==> src/rtl/mtg_pkg.sv <==
// mtg_pkg: constants, command and status types shared by the mt19937 generator
// used by mtg_ram, mtg_ctrl, mtg_dp and the top level; no dependencies
`default_nettype none

package mtg_pkg;

  localparam int WORD_W       = 32;
  localparam int STATE_WORDS  = 624;
  localparam int TWIST_OFFSET = 397;

  localparam logic [WORD_W-1:0] SEED_MULT    = 32'h6C07_8965;
  localparam logic [WORD_W-1:0] TWIST_MATRIX = 32'h9908_B0DF;
  localparam logic [WORD_W-1:0] TEMPER_B     = 32'h9D2C_5680;
  localparam logic [WORD_W-1:0] TEMPER_C     = 32'hEFC6_0000;
  localparam logic [WORD_W-1:0] UPPER_BIT    = 32'h8000_0000;
  localparam logic [WORD_W-1:0] LOWER_BITS   = 32'h7FFF_FFFF;

  // table read address select
  typedef enum logic [1:0] {
    RD_CUR,
    RD_NXT,
    RD_FAR
  } rd_sel_t;

  typedef struct packed {
    logic    load_seed;
    logic    seed_wr0;
    logic    seed_mul;
    logic    seed_add;
    rd_sel_t rd_sel;
    logic    cap_cur;
    logic    cap_nxt;
    logic    twist;
    logic    emit;
  } mtg_cmd_t;

  typedef struct packed {
    logic seed_last;
    logic out_free;
  } mtg_status_t;

endpackage

`default_nettype wire

==> src/rtl/mtg_ctrl.sv <==
// mtg_ctrl: sequencer for seed and draw transactions of the mt19937 generator
// depends on mtg_pkg (command and status types)
`default_nettype none

module mtg_ctrl (
  input  wire logic                 clk,
  input  wire logic                 rst_n,
  input  wire logic                 in_valid,
  input  wire logic                 in_func,
  output logic                      in_ready,
  input  wire mtg_pkg::mtg_status_t status,
  output mtg_pkg::mtg_cmd_t         cmd
);

  typedef enum logic [3:0] {
    IDLE,
    SEED_FIRST,
    SEED_MUL,
    SEED_ADD,
    DRAW_CUR,
    DRAW_NXT,
    DRAW_FAR,
    DRAW_TWIST,
    DRAW_EMIT
  } state_t;

  state_t state_r, state_nxt;
  logic   in_ready_r;
  logic   accept;

  assign in_ready = in_ready_r;
  assign accept   = in_valid && in_ready_r;

  always_comb begin
    state_nxt  = state_r;
    cmd        = '0;
    cmd.rd_sel = mtg_pkg::RD_CUR;
    unique case (state_r)
      IDLE: begin
        if (accept) begin
          if (in_func) begin
            state_nxt = DRAW_CUR;
          end else begin
            cmd.load_seed = 1'b1;
            state_nxt     = SEED_FIRST;
          end
        end
      end
      SEED_FIRST: begin
        cmd.seed_wr0 = 1'b1;
        state_nxt    = SEED_MUL;
      end
      SEED_MUL: begin
        cmd.seed_mul = 1'b1;
        state_nxt    = SEED_ADD;
      end
      SEED_ADD: begin
        cmd.seed_add = 1'b1;
        state_nxt    = status.seed_last ? IDLE : SEED_MUL;
      end
      DRAW_CUR: begin
        cmd.rd_sel = mtg_pkg::RD_CUR;
        state_nxt  = DRAW_NXT;
      end
      DRAW_NXT: begin
        cmd.rd_sel  = mtg_pkg::RD_NXT;
        cmd.cap_cur = 1'b1;
        state_nxt   = DRAW_FAR;
      end
      DRAW_FAR: begin
        cmd.rd_sel  = mtg_pkg::RD_FAR;
        cmd.cap_nxt = 1'b1;
        state_nxt   = DRAW_TWIST;
      end
      DRAW_TWIST: begin
        cmd.twist = 1'b1;
        state_nxt = DRAW_EMIT;
      end
      DRAW_EMIT: begin
        if (status.out_free) begin
          cmd.emit  = 1'b1;
          state_nxt = IDLE;
        end
      end
      default: begin
        state_nxt = IDLE;
      end
    endcase
  end

  always_ff @(posedge clk) begin
    if (!rst_n) begin
      state_r    <= IDLE;
      in_ready_r <= 1'b1;
    end else begin
      state_r    <= state_nxt;
      in_ready_r <= (state_nxt == IDLE);
    end
  end

endmodule

`default_nettype wire

==> config.mk <==
export PLATFORM = sky130hd
export DESIGN_NAME = mtg_ctrl
export DESIGN_NICKNAME = d
export VERILOG_FILES = /design/src/rtl/mtg_pkg.sv /design/src/rtl/mtg_ctrl.sv
export SDC_FILE = /design/constraint.sdc
export NUM_CORES = 1
export LEC_CHECK = 0
export ABC_CLOCK_PERIOD_IN_PS = 1300
export BUFFER_PORTS_ARGS = -buffer_cell sky130_fd_sc_hd__buf_2
export CORE_AREA = 2 2 39 41
export DETAILED_ROUTE_END_ITERATION = 10
export DIE_AREA = 0 0 41 43
export PLACE_DENSITY = 0.56
export SYNTH_ARGS = -nofsm -noshare
export SYNTH_HDL_FRONTEND = slang
export SYNTH_SLANG_ARGS = --single-unit
==> constraint.sdc <==
create_clock -name clk -period 1.3 [get_ports clk]
set_clock_uncertainty 0.05 [all_clocks]
set_input_delay 0.195 -clock clk [delete_from_list [all_inputs] [get_ports clk]]
set_output_delay 0.195 -clock clk [all_outputs]
set_load 0.02 [all_outputs]
==> results.cfg <==
[floorplanning]
die_h_um = 43
die_area_um2 = 1760
die_w_um = 41
io_pins = 17
core_um2 = 1380
row_count = 14
initial_core_util_pct = 24.5

[grt]
grt_use_met2_pct = 20.0
grt_pass1_wl_um = 1520
met1_usage_pct = 15.2
grt.busiest_layer = met2
antenna_found_initial = 0
grt_pass1_vias = 358
grt_max_degree = 8
gr-usage-met3_pct = 4.71
grt_overflow = 0
grt.total_usage_pct = 13.2

[power]
combPwrFrac_pct = 40.2
pwr-share-seq_pct = 32.3
power_mw = 0.670
p_per_area_nw_per_um2 = 1120
p_leak_nw = 0.278
power_frac_clock_pct = 27.5
intPower_mw = 0.426
p_switching_mw = 0.243
swShare_pct = 36.3
worst_ir_drop_vdd_mv = 0.608

[logic_synthesis]
yosys_warnings = 0
ys_ff_latch = 5
synthTopCellsByArea = dfxtp_1 (30%), nand2b_1 (7.4%), nor3_1 (7.4%)
yosysTopAreaCell = dfxtp_1
synth_area_um2 = 339
yosysTopAreaCellShare_pct = 29.5
syn-num-nets = 46
ys_types = 21
synthCells = 40
avgSynthCellArea_um2 = 8.48
ys_seq_area_share_pct = 29.5

[sta]
hold_viol = 0
worst_slack_ns = -0.122
timing.final.setup_violations = 10
max_slew_margin_pct = 78.6
rsz0062_at_grt = yes
worstMarginPinSlew_ns = 0.317
fmax_mhz = 703
tns_ns = -0.621
fin_crit_ns = 1.42
drv_slew = 0
hold_ws_ns = 0.189
fin_crit_sh_pct = 109

[clock_network]
cts_made_buffers = 3
clock_path_buffers = 2
cts_tree = done
cts_max_level = 1
ctsRootBufferMaster = clkbuf_4
clk_pin_slew_ns = 0.05
cts_sinks = 5
clkLatencyLatePin_ns = 0.24

[route]
wirelength_um = 929
drc_errors = 0
drtPass1Iterations = 4
drtAntennaViolNets = 0
drt_iter0_drc = 5
vias = 379
wl_per_cell_um = 11.8
vias_per_cell = 4.80

[setup_path]
cp-start-kind = flop
critPathMaxFanout = 7
crit_path_end_kind = output pin
cpPeakStageDelay_ns = 0.35
critPathKind = reg -> out
cp.required_ns = 1.05
cp_slowest_cell = dfxtp_2
cp_cell_sequence = or2_4 -> nor4_2 -> buf_2
arrival_ns = 1.18

[status]
status = complete, but fails checks
violations = negative setup slack

[run]
maxCapViolCount = 0

[final_layout]
diodes = 0
finalNonFillerCells = 79
areaGrowthSynthToFinish_pct = 76.4
layout-drive-gt1-share_pct = 73.0
nets = 70
layout_common_cells = buf_2 (10), buf_4 (8), buf_6 (6)
final_common_cell = buf_2

[worst_hold_path]
hold_class = in -> reg

[place]
place_inst = 72
io_buffer_count = 16
place_congestion = 0.753
pre_cts_ws_ns = 0.0183
dp.final_hpwl_um = 621
## path summary, 6_finish.rpt
| check | start | to | slack (ns) | cells after the start |
|---|---|---|---|---|
| hold reg to reg | state_r[0]$_SDFF_PN0_ | state_r[0]$_SDFF_PN0_ | 0.52 | 2 |
| setup / recovery | state_r[1]$_SDFF_PN0_ | cmd[9] | -0.12 | 3 |
| hold / removal | rst_n | state_r[3]$_SDFF_PN0_ | 0.19 | 2 |
| setup reg to reg | state_r[2]$_SDFF_PN0_ | in_ready$_SDFF_PN1_ | 0.06 | 4 |
## cell families (layout without fill, tap and decap cells)
family                 after synthesis  after routing  synth area share (%)
AO/OA/AOI/OAI                        4              4                  12.5
flip-flops                           5              5                  29.5
buffers and inverters                5             28                  8.85
AND/OR/NAND/NOR                     26             26                  49.1
## timing repair
item,4_1_cts,5_1_grt
endpoints found under the hold margin,0,0
setup buffers,3,0
gates resized for setup,28,4
pin swaps,3,2
endpoints found under the setup margin,10,10
hold buffers,0,0
## flip-flops by register name, summed over array words and instances, names as in the netlist
name / cells
state_r: 4
in_ready: 1
## layout make-up
type | instances | area [um^2]
fillers | 135 | 786
flip-flops and latches | 5 | 114
multi-input cells | 30 | 260
clock buffers | 4 | 26.3
well taps | 16 | 20.0
repair buffers | 24 | 178
## per-stage QoR
stage,utilization [%],instance area (um^2)
2_1_floorplan,-,348
3_3_place_gp,32.9,455
3_5_place_dp,32.9,455
4_1_cts,42.4,587
5_1_grt,43.2,598
6_report,43.2,598
## per-layer routing
| metal | up-vias | routed length (um) | part of all wire (%) |
|---|---|---|---|
| met5 | - | 0 | 0 |
| met4 | 0 | 14 | 1.5 |
| met3 | 2 | 43 | 4.6 |
| met2 | 13 | 481 | 52 |
| met1 | 172 | 389 | 42 |
| li1 | 192 | - | - |
## synth_stat cells
master    number
a211oi_1       2
a22o_4         1
and3_1         1
and4b_1        1
and4b_4        1
buf_2          2
buf_4          2
clkbuf_2       1
dfxtp_1        5
nand2_1        1
nand2b_1       4
nand3_1        1
nand3b_1       1
nor2_1         5
nor3_1         5
nor3_2         1
nor4_1         1
nor4_2         1
nor4bb_1       1
o211a_1        1
or2_2          2
## critical path: cells and delay by family (launching register included)
kind	cells	cell delay, ns
buffers and inverters	1	0.20
flip-flops	1	0.35
AND/OR/NAND/NOR	2	0.38
## power by group through the flow
| stage | Clock, mW | Combinational (mW) | Sequential, mW |
|---|---|---|---|
| detailed placement | 0 | 0.201 | 0.215 |
| CTS | 0.191 | 0.264 | 0.213 |
| global placement | 0 | 0.202 | 0.214 |
| global route | 0.205 | 0.290 | 0.222 |
| floorplan | 0 | 0.149 | 0.200 |
| finish | 0.184 | 0.269 | 0.216 |
No activity file was read; power rests on OpenSTA's default activity.
